[src/rtl/skw_pkg.sv]
// Package of constants, types and the exponential table for the weight similarity block.
`timescale 1ns / 1ps
`default_nettype none
package skw_pkg;

    localparam int MAX_INFLUENCES  = 8;
    localparam int BONE_INDEX_BITS = 8;
    localparam int EXP_TABLE_DEPTH = 256;

    localparam int LIST_COUNT   = 4;
    localparam int INV_SIGMA2   = 100;
    localparam int SERIES_TERMS = 48;
    localparam int BONE_W       = (BONE_INDEX_BITS < 8) ? BONE_INDEX_BITS : 8;
    localparam int IDX_W        = (MAX_INFLUENCES > 1) ? $clog2(MAX_INFLUENCES) : 1;
    localparam int CNT_W        = $clog2(MAX_INFLUENCES + 1);
    localparam int EXP_IDX_W    = $clog2(EXP_TABLE_DEPTH);
    localparam int MUL_W        = 32;

    // Reciprocal of three for sums below 2^17: floor(x * 43691 / 2^17) = floor(x / 3).
    localparam logic [15:0] RECIP3   = 16'd43691;
    localparam logic [15:0] Q15_ONE  = 16'd32768;

    typedef logic [15:0] exp_table_t [EXP_TABLE_DEPTH];

    // Unsigned quotient by restoring long division, only evaluated while the table is built.
    function automatic logic [127:0] div_u128(input logic [127:0] num,
                                              input logic [127:0] den);
        logic [127:0] q;
        logic [128:0] rem;
        q   = '0;
        rem = '0;
        for (int b = 127; b >= 0; b--) begin
            rem = {rem[127:0], num[b]};
            if (rem >= {1'b0, den}) begin
                rem  = rem - {1'b0, den};
                q[b] = 1'b1;
            end
        end
        return q;
    endfunction

    // Table of exp(-100*i/depth) in Q1.15, built by a series and repeated multiplication.
    function automatic exp_table_t build_exp_table();
        logic [127:0] term;
        logic [127:0] e;
        logic [127:0] r;
        logic [127:0] acc;
        exp_table_t   t;
        term = 128'd1 << 32;
        e    = 128'd0;
        for (int n = 0; n < SERIES_TERMS; n++) begin
            if (n > 0) begin
                term = div_u128(term * 128'(INV_SIGMA2), 128'(EXP_TABLE_DEPTH * n));
            end
            e = e + term;
        end
        r   = div_u128({64'd0, {64{1'b1}}}, e);
        acc = 128'd1 << 32;
        for (int i = 0; i < EXP_TABLE_DEPTH; i++) begin
            if (i > 0) begin
                acc = (acc * r) >> 32;
            end
            t[i] = 16'((acc + (128'd1 << 16)) >> 17);
        end
        return t;
    endfunction

    localparam exp_table_t EXP_TABLE = build_exp_table();

endpackage
`default_nettype wire

[src/rtl/skw_mul.sv]
// Shared registered multiplier used by the similarity sequencer.
`timescale 1ns / 1ps
`default_nettype none
module skw_mul (
    input  wire logic                          clk,
    input  wire logic [skw_pkg::MUL_W-1:0]     a,
    input  wire logic [skw_pkg::MUL_W-1:0]     b,
    output logic      [2*skw_pkg::MUL_W-1:0]   p
);

    always_ff @(posedge clk)
    begin
        p <= a * b;
    end

endmodule
`default_nettype wire

[src/rtl/skin_weight_similarity_top.sv]
// Top level of the skinning weight similarity block: list store, sequencer and accumulator.
// A transfer with last set starts the computation. Matching steps through each vertex entry,
// scanning the corner entries and then averaging the corners; the pair sum steps through
// each kept entry and each ordered pair, all through the one shared multiplier.
// busy is high until the result strobe; results cannot be stalled by the receiver.
// Reset clears the list counts, the overflow flag and the sequencer; stored entries are not cleared.
`timescale 1ns / 1ps
`default_nettype none
module skin_weight_similarity_top (
    input  wire logic        clk,
    input  wire logic        rst_n,
    input  wire logic        start,
    output logic             busy,
    input  wire logic [1:0]  command,
    input  wire logic [7:0]  bone,
    input  wire logic [15:0] weight,
    input  wire logic        last,
    output logic             valid,
    output logic [31:0]      similarity,
    output logic             overflow
);

    localparam int MAXI  = skw_pkg::MAX_INFLUENCES;
    localparam int IW    = skw_pkg::IDX_W;
    localparam int CW    = skw_pkg::CNT_W;
    localparam int MW    = skw_pkg::MUL_W;
    localparam int XW    = skw_pkg::EXP_IDX_W;

    // Sequencer states.
    localparam logic [3:0] S_IDLE   = 4'd0;
    localparam logic [3:0] S_VSTART = 4'd1;
    localparam logic [3:0] S_SCAN   = 4'd2;
    localparam logic [3:0] S_AVG    = 4'd3;
    localparam logic [3:0] S_JSTART = 4'd4;
    localparam logic [3:0] S_JPROD  = 4'd5;
    localparam logic [3:0] S_KSTART = 4'd6;
    localparam logic [3:0] S_Y      = 4'd7;
    localparam logic [3:0] S_D      = 4'd8;
    localparam logic [3:0] S_IDX    = 4'd9;
    localparam logic [3:0] S_CLAMP  = 4'd10;
    localparam logic [3:0] S_PK     = 4'd11;
    localparam logic [3:0] S_TERM   = 4'd12;
    localparam logic [3:0] S_ACC    = 4'd13;

    // Control state.
    logic [3:0]    state_reg, state_next;
    logic [CW-1:0] cnt_reg [skw_pkg::LIST_COUNT];
    logic          ovf_reg, ovf_next;
    logic [CW-1:0] i_reg, i_next;
    logic [1:0]    c_reg, c_next;
    logic [CW-1:0] e_reg, e_next;
    logic [CW-1:0] kept_reg, kept_next;
    logic [CW-1:0] j_reg, j_next;
    logic [CW-1:0] k_reg, k_next;
    logic          sat_reg, sat_next;
    logic          valid_reg, valid_next;

    // Payload state.
    logic [skw_pkg::BONE_W-1:0] bones_reg   [skw_pkg::LIST_COUNT][MAXI];
    logic [15:0]                weights_reg [skw_pkg::LIST_COUNT][MAXI];
    logic [15:0]                wv_reg [MAXI];
    logic [15:0]                tv_reg [MAXI];
    logic [skw_pkg::BONE_W-1:0] vb_reg;
    logic [15:0]                vw_reg;
    logic [16:0]                sum_reg, sum_next;
    logic [15:0]                wj_reg, tj_reg, wk_reg, tk_reg;
    logic [MW-1:0]              pj_reg, x_reg;
    logic [XW-1:0]              idx_reg;
    logic [31:0]                acc_reg, acc_next;
    logic [31:0]                sim_reg;
    logic                       oflag_reg;

    logic          accept;
    logic [15:0]   w_clamped;
    logic          do_store;
    logic [1:0]    rd_list;
    logic [CW-1:0] rd_entry;
    logic [skw_pkg::BONE_W-1:0] rd_bone;
    logic [15:0]   rd_weight;
    logic [CW-1:0] pr_addr;
    logic [15:0]   pr_w, pr_t;
    logic [MW-1:0] mul_a, mul_b;
    logic [2*MW-1:0] mul_p;
    logic [MW-1:0] d_abs;
    logic [32:0]   avg_prod;
    logic [15:0]   avg;
    logic [47:0]   acc_sum;

    assign accept    = start && (state_reg == S_IDLE);
    assign w_clamped = (weight > skw_pkg::Q15_ONE) ? skw_pkg::Q15_ONE : weight;
    assign do_store  = accept && (w_clamped != 16'd0) && (cnt_reg[command] != CW'(MAXI));

    // One read port into the list store: the vertex entry or the corner entry being scanned.
    assign rd_list   = (state_reg == S_VSTART) ? 2'd0 : c_reg;
    assign rd_entry  = (state_reg == S_VSTART) ? i_reg : e_reg;
    assign rd_bone   = bones_reg[rd_list][rd_entry[IW-1:0]];
    assign rd_weight = weights_reg[rd_list][rd_entry[IW-1:0]];

    // One read port into the kept pairs.
    assign pr_addr = (state_reg == S_JSTART) ? j_reg : k_reg;
    assign pr_w    = wv_reg[pr_addr[IW-1:0]];
    assign pr_t    = tv_reg[pr_addr[IW-1:0]];

    // Rounded average over three corners.
    assign avg_prod = 33'(sum_reg + 17'd1) * 33'(skw_pkg::RECIP3);
    assign avg      = avg_prod[32:17];

    assign d_abs   = (x_reg > mul_p[MW-1:0]) ? (x_reg - mul_p[MW-1:0]) : (mul_p[MW-1:0] - x_reg);
    assign acc_sum = {16'd0, acc_reg} + {1'b0, mul_p[2*MW-1:17]};

    // Operand selection for the shared multiplier.
    always_comb
    begin
        mul_a = '0;
        mul_b = '0;
        unique case (state_reg)
            S_JSTART:
            begin
                mul_a = MW'(pr_w);
                mul_b = MW'(pr_t);
            end
            S_KSTART:
            begin
                mul_a = MW'(wj_reg);
                mul_b = MW'(pr_t);
            end
            S_Y:
            begin
                mul_a = MW'(wk_reg);
                mul_b = MW'(tj_reg);
            end
            S_D:
            begin
                mul_a = d_abs;
                mul_b = d_abs;
            end
            S_IDX:
            begin
                mul_a = mul_p[61:30];
                mul_b = MW'(skw_pkg::EXP_TABLE_DEPTH);
            end
            S_CLAMP:
            begin
                mul_a = MW'(wk_reg);
                mul_b = MW'(tk_reg);
            end
            S_PK:
            begin
                mul_a = pj_reg;
                mul_b = mul_p[MW-1:0];
            end
            S_TERM:
            begin
                mul_a = mul_p[61:30];
                mul_b = MW'(skw_pkg::EXP_TABLE[idx_reg]);
            end
            default:
            begin
                mul_a = '0;
                mul_b = '0;
            end
        endcase
    end

    skw_mul u_mul (
        .clk (clk),
        .a   (mul_a),
        .b   (mul_b),
        .p   (mul_p)
    );

    // Sequencer next state.
    always_comb
    begin
        state_next = state_reg;
        ovf_next   = ovf_reg;
        i_next     = i_reg;
        c_next     = c_reg;
        e_next     = e_reg;
        kept_next  = kept_reg;
        j_next     = j_reg;
        k_next     = k_reg;
        sat_next   = sat_reg;
        acc_next   = acc_reg;
        sum_next   = sum_reg;
        valid_next = 1'b0;
        unique case (state_reg)
            S_IDLE:
            begin
                if (accept)
                begin
                    if ((w_clamped != 16'd0) && (cnt_reg[command] == CW'(MAXI)))
                    begin
                        ovf_next = 1'b1;
                    end
                    if (last)
                    begin
                        state_next = S_VSTART;
                        i_next     = '0;
                        kept_next  = '0;
                    end
                end
            end
            S_VSTART:
            begin
                if (i_reg == cnt_reg[0])
                begin
                    state_next = S_JSTART;
                    j_next     = '0;
                    acc_next   = '0;
                    sat_next   = 1'b0;
                end
                else
                begin
                    state_next = S_SCAN;
                    c_next     = 2'd1;
                    e_next     = '0;
                    sum_next   = '0;
                end
            end
            S_SCAN:
            begin
                // A corner ends at its count or at its first equal bone.
                if ((e_reg == cnt_reg[c_reg]) || (rd_bone == vb_reg))
                begin
                    if ((e_reg != cnt_reg[c_reg]) && (rd_bone == vb_reg))
                    begin
                        sum_next = sum_reg + 17'(rd_weight);
                    end
                    e_next = '0;
                    if (c_reg == 2'd3)
                    begin
                        state_next = S_AVG;
                    end
                    else
                    begin
                        c_next = c_reg + 2'd1;
                    end
                end
                else
                begin
                    e_next = e_reg + CW'(1);
                end
            end
            S_AVG:
            begin
                if (avg != 16'd0)
                begin
                    kept_next = kept_reg + CW'(1);
                end
                i_next     = i_reg + CW'(1);
                state_next = S_VSTART;
            end
            S_JSTART:
            begin
                if (j_reg == kept_reg)
                begin
                    state_next = S_IDLE;
                    valid_next = 1'b1;
                    ovf_next   = 1'b0;
                end
                else
                begin
                    state_next = S_JPROD;
                end
            end
            S_JPROD:
            begin
                k_next     = '0;
                state_next = S_KSTART;
            end
            S_KSTART:
            begin
                if (k_reg == kept_reg)
                begin
                    j_next     = j_reg + CW'(1);
                    state_next = S_JSTART;
                end
                else if (k_reg == j_reg)
                begin
                    k_next = k_reg + CW'(1);
                end
                else
                begin
                    state_next = S_Y;
                end
            end
            S_Y:     state_next = S_D;
            S_D:     state_next = S_IDX;
            S_IDX:   state_next = S_CLAMP;
            S_CLAMP: state_next = S_PK;
            S_PK:    state_next = S_TERM;
            S_TERM:  state_next = S_ACC;
            S_ACC:
            begin
                if (acc_sum > 48'hFFFF_FFFF)
                begin
                    acc_next = 32'hFFFF_FFFF;
                    sat_next = 1'b1;
                end
                else
                begin
                    acc_next = acc_sum[31:0];
                end
                k_next     = k_reg + CW'(1);
                state_next = S_KSTART;
            end
            default:
            begin
                state_next = S_IDLE;
            end
        endcase
    end

    // Control registers.
    always_ff @(posedge clk or negedge rst_n)
    begin
        if (!rst_n)
        begin
            state_reg <= S_IDLE;
            ovf_reg   <= 1'b0;
            i_reg     <= '0;
            c_reg     <= '0;
            e_reg     <= '0;
            kept_reg  <= '0;
            j_reg     <= '0;
            k_reg     <= '0;
            sat_reg   <= 1'b0;
            valid_reg <= 1'b0;
            for (int l = 0; l < skw_pkg::LIST_COUNT; l++)
            begin
                cnt_reg[l] <= '0;
            end
        end
        else
        begin
            state_reg <= state_next;
            ovf_reg   <= ovf_next;
            i_reg     <= i_next;
            c_reg     <= c_next;
            e_reg     <= e_next;
            kept_reg  <= kept_next;
            j_reg     <= j_next;
            k_reg     <= k_next;
            sat_reg   <= sat_next;
            valid_reg <= valid_next;
            if (do_store)
            begin
                cnt_reg[command] <= cnt_reg[command] + CW'(1);
            end
            // All lists empty again once the result goes out.
            if (valid_next)
            begin
                for (int l = 0; l < skw_pkg::LIST_COUNT; l++)
                begin
                    cnt_reg[l] <= '0;
                end
            end
        end
    end

    // Payload registers.
    always_ff @(posedge clk)
    begin
        if (do_store)
        begin
            bones_reg[command][cnt_reg[command][IW-1:0]]   <= bone[skw_pkg::BONE_W-1:0];
            weights_reg[command][cnt_reg[command][IW-1:0]] <= w_clamped;
        end
        sum_reg <= sum_next;
        acc_reg <= acc_next;
        if ((state_reg == S_VSTART) && (i_reg != cnt_reg[0]))
        begin
            vb_reg <= rd_bone;
            vw_reg <= rd_weight;
        end
        if ((state_reg == S_AVG) && (avg != 16'd0))
        begin
            wv_reg[kept_reg[IW-1:0]] <= vw_reg;
            tv_reg[kept_reg[IW-1:0]] <= avg;
        end
        if (state_reg == S_JSTART)
        begin
            wj_reg <= pr_w;
            tj_reg <= pr_t;
        end
        if (state_reg == S_JPROD)
        begin
            pj_reg <= mul_p[MW-1:0];
        end
        if (state_reg == S_KSTART)
        begin
            wk_reg <= pr_w;
            tk_reg <= pr_t;
        end
        if (state_reg == S_Y)
        begin
            x_reg <= mul_p[MW-1:0];
        end
        if (state_reg == S_CLAMP)
        begin
            if (mul_p[2*MW-1:30] >= 34'(skw_pkg::EXP_TABLE_DEPTH))
            begin
                idx_reg <= XW'(skw_pkg::EXP_TABLE_DEPTH - 1);
            end
            else
            begin
                idx_reg <= mul_p[30 +: XW];
            end
        end
        if (valid_next)
        begin
            sim_reg   <= acc_reg;
            oflag_reg <= sat_reg | ovf_reg;
        end
    end

    assign busy       = (state_reg != S_IDLE);
    assign valid      = valid_reg;
    assign similarity = sim_reg;
    assign overflow   = oflag_reg;

endmodule
`default_nettype wire

[config.mk]
export PLATFORM = sky130hd
export DESIGN_NAME = skin_weight_similarity_top
export DESIGN_NICKNAME = d
export VERILOG_FILES = /design/src/rtl/skw_pkg.sv /design/src/rtl/skw_mul.sv /design/src/rtl/skin_weight_similarity_top.sv
export SDC_FILE = /design/constraint.sdc
export NUM_CORES = 2
export LEC_CHECK = 0
export ABC_AREA = 0
export BUFFER_PORTS_ARGS = -buffer_cell sky130_fd_sc_hd__buf_2
export CAP_MARGIN = 20
export CORE_MARGIN = 2
export CORE_UTILIZATION = 35
export DETAILED_ROUTE_END_ITERATION = 7
export GPL_ROUTABILITY_DRIVEN = 0
export SLEW_MARGIN = 20
export SYNTH_ARGS = -nofsm -noshare
export SYNTH_HDL_FRONTEND = slang
export SYNTH_SLANG_ARGS = --single-unit
[constraint.sdc]
create_clock -name clk -period 16.4 [get_ports clk]
set_clock_uncertainty 0.05 [all_clocks]
set_input_delay 0.82 -clock clk [delete_from_list [all_inputs] [get_ports clk]]
set_output_delay 0.82 -clock clk [all_outputs]
set_load 0.01 [all_outputs]
==> results <==
- The multi-input logic area is 52900 sq um.
- The upper clock frequency limit is around 74 MHz.
- The number of nets at the end of the flow is 10500.
- Of all nets on the critical path, the largest fanout is 39.
- After floorplanning, the core was sized to cover 283000 sq um.
- The setup path with the least slack is of type flip-flop to flip-flop.
- After clock tree synthesis, the flow added hold-fix buffers numbering 0.
- Measured along the y axis, the die boundary spans 537 um.
- The CTS tree is yes.
- The run finished with clean final reports.
- For this block, the via count after detailed routing is 70000.
- The worst hold path belongs to the class primary input to asynchronous set/reset pin.
- The via count of the first global-routing pass is 71900.
- The post-synth net total is 10600.
- The fraction of registers with async set or reset after synthesis is 0.0327.
- The number of slew-limit violations in the final report is 0.
- The post-route DRC violation count is 0.
- The aggregate routed wire length is around 300 mm.
- Among all stages on the critical path, the largest delay is contributed by dfxtp_1.
- The total buffers and inverters traversed by the critical path is 5.
- The first routing iteration left between 7000 and 8000 violations.
- Across every metal layer, demand over resource in global routing totals 0.211.
- Summing every instance area after synthesis gives 99500 sq um.
- The die covers 289000 sq um.
- The type of destination of the critical path is a flip-flop.
- Counting cells, the worst reg-to-reg path comes to 35.
- The fraction of final layout cells sized beyond drive strength 1 is 0.0836.
- The register area share after synthesis is 0.406.
- The flip-flop and latch count after synthesis is roughly 1400.
- The first global-routing pass estimated approximately 460 mm of wire.
- The clock sink count is 1375.
- The endpoint of the most critical register-to-register path is u_mul.p[58]$_DFF_P_.
- In the finished design, the share of the clock period the worst path needs comes to 0.821.
- In this run the count of I/O pins placed on the die edge is 65.
- The die span in x is 537 um.
- The commonest register cell after synthesis is edfxtp_1.
- The average wire per cell in the routed design is 23.8 um.
- The half-perimeter wire length after placement is 216 mm.
- The signed area change from the synthesized netlist to the final layout is 9.83%.
- At the pin with the least slew margin, the transition time is ~1.2 ns.
- The endpoint required time on the critical path is 17.04 ns.
- Counting along the longest clock path gives a buffer depth of 3.
- The post-synthesis cell count is between 9000 and 10000.
- The origin of the critical flop-to-flop path is u_mul.p[22]$_DFF_P_.
- The largest single stage delay on the critical path is 0.77 ns.
- The worst path needs about 13 ns of the cycle, external delays included.
- The total number of placement rows is 195.
- STA classifies the critical path startpoint as a flip-flop.
- The later pin in the worst-skew pair is clocked with a latency of 0.82 ns.
- Entering global routing, the biggest net connects 203 pins.
- In this run, synthesis inferred 1266 flip-flops with an integrated enable.
- The clock slew seen by the registers of the worst setup and hold paths is approximately 0.07 ns.
- The final-report hold violation count is 0.
- TritonCTS created ~140 clock buffers.
- The filler cells instantiated in the layout total between 20000 and 30000.
- The count of antenna-violating nets left after detailed routing is 0.
- In this design, the critical path's most frequently occurring cell is fa_1.
- The number of gates resized after CTS was 0.
- The clock tree root driver cell is clkbuf_16.
- Data arrives at the worst endpoint at 14.09 ns.
- The internal reg-to-reg setup slack is 2.94 ns.
- The final setup TNS is 0 ns.
- The flip-flop count of the largest register after layout is about 500.
- The initial antenna violation count is 17.
- The worst hold-check slack is roughly 0.14 ns.
- For this run, the number of Yosys warnings is 0.
- The total setup buffers inserted after CTS is 0.
- The count of buffers added on input and output ports is 64.
- The first-pass iteration count of the detailed router is 6.
- Max-cap violations in this run came to 0.
- The remaining max-slew budget at the tightest pin is 0.206.
- The depth of the CTS H-tree is 4.
- Setup repair after global routing left no endpoint under its margin.
- The post-synthesis average cell area is 11.0 sq um.
- Across the whole layout, storage elements account for 40400 sq um.
- The unique cell type count in the Yosys netlist is between 100 and 150.
- For this configuration, the core starts out at a cell density of 0.352.
- The per-cell via count in the routed design is 5.46.
- The total of endpoints with negative setup slack in the final report is 0.
- The critical path's top delay family is adder cells.
- The total global routing overflow is 0.
[layout make-up]
cell class,instances,share of cell area
Timing Repair Buffer,253,0.0171
Clock inverter,84,0.00861
Clock buffer,176,0.0342
Sequential cell,1375,0.370
Tap cell,3743,0.0429
Inverter,1254,0.0431
Multi-Input combinational cell,5939,0.484
Antenna cell,3,0.0000687
[worst max path at each step]
stage                                         from                   to  slack, ns  cells past startpoint
final                          u_mul.p[22]$_DFF_P_  u_mul.p[58]$_DFF_P_       2.94                     35
after global routing      state_reg[2]$_DFFE_PN0P_  u_mul.p[57]$_DFF_P_       2.35                     36
after CTS                 state_reg[2]$_DFFE_PN0P_  u_mul.p[57]$_DFF_P_       3.13                     36
after detailed placement  state_reg[2]$_DFFE_PN0P_  u_mul.p[57]$_DFF_P_       3.21                     36
after global placement         u_mul.p[22]$_DFF_P_  u_mul.p[58]$_DFF_P_       3.39                     33
after floorplan           state_reg[3]$_DFFE_PN0P_  u_mul.p[57]$_DFF_P_       6.05                     37
[routing by layer]
layer  vias to the layer above  part of all wire  track usage
li1                      30400                 -            -
met2                      3429              0.45        0.331
met1                     35500              0.40        0.285
met4                         4             0.050       0.0932
met3                       729             0.097       0.0402
met5                         -           0.00053            0
[cell families (layout without fill, tap and decap cells)]
kind of cell,count (synthesis),in the layout,synth area share
AND/OR/NAND/NOR,2598,2598,0.111
buffers and inverters,1735,1767,0.0684
adder cells (fa/ha/maj),1518,1518,0.266
AO/OA/AOI/OAI,1408,1408,0.0950
flip-flops,1375,1375,0.406
multiplexers,221,221,0.0360
XOR/XNOR,194,194,0.0171
other,0,3,0
[synthesized netlist by cell type, types with 17 or more instances]
cell type | instances | share of area
nand2_1 | 1133 | 0.043
edfxtp_1 | 1266 | 0.38
a21oi_1 | 343 | 0.017
nor2_1 | 908 | 0.034
and3_1 | 58 | 0.0036
o311ai_0 | 18 | 0.0016
mux4_2 | 103 | 0.023
a211o_1 | 22 | 0.0019
a211oi_1 | 155 | 0.012
dfxtp_1 | 64 | 0.013
nand4_1 | 48 | 0.0030
nor2b_1 | 89 | 0.0056
inv_1 | 1253 | 0.047
buf_2 | 134 | 0.0067
buf_1 | 33 | 0.0012
o21bai_1 | 42 | 0.0032
o31ai_1 | 17 | 0.0013
clkbuf_1 | 289 | 0.011
o21a_1 | 31 | 0.0023
nand2b_1 | 21 | 0.0013
a31oi_1 | 89 | 0.0056
mux2_2 | 31 | 0.0035
dfrtp_1 | 45 | 0.011
nand3_1 | 125 | 0.0063
ha_1 | 523 | 0.066
mux2i_1 | 82 | 0.0082
nor3_1 | 48 | 0.0024
o211ai_1 | 73 | 0.0055
a21o_1 | 103 | 0.0078
xor2_1 | 77 | 0.0068
a22oi_1 | 23 | 0.0017
o21ai_1 | 21 | 0.0011
xnor2_1 | 117 | 0.010
fa_1 | 995 | 0.20
nor4_1 | 29 | 0.0018
and2_1 | 53 | 0.0033
o21ai_0 | 262 | 0.013
[metrics by stage]
| stage | cells | util | setup slack (ns) | cell area [sq um] |
|---|---|---|---|---|
| CTS | 12800 | 0.386 | 3.13 | 109000 |
| global placement | 12600 | 0.369 | 3.39 | 104000 |
| global route | 12800 | 0.387 | 2.35 | 109000 |
| finish | 12800 | 0.387 | 2.94 | 109000 |
| detailed placement | 12600 | 0.370 | 3.21 | 105000 |
| floorplan | 9049 | - | 6.05 | 99500 |
[worst register-to-register path, delay by kind of cell, from the launching register on]
| kind | cells | cell delay (ns) |
|---|---|---|
| adders and majority gates | 10 | 4.94 |
| and+or+nand+nor | 9 | 2.89 |
| AOI/OAI and AO/OA | 8 | 2.42 |
| buffers and inverters | 5 | 1.16 |
| DFF | 1 | 0.77 |
| xor gates and xnor gates | 2 | 0.68 |
| muxes | 1 | 0.44 |
[placed cells by master, fill, tap and decap left out, types with 125 or more instances in the layout]
cell type,instances
inv_1,1253
ha_1,523
o21ai_0,261
nor2_1,871
a21oi_1,338
clkbuf_16,144
nand2_1,1132
a211oi_1,154
edfxtp_1,1266
nand3_1,125
fa_1,995
buf_4,177
Power is left out: the tool's default activity adds up to more than one toggle a clock period on the data nets, which glitch-free logic cannot reach.
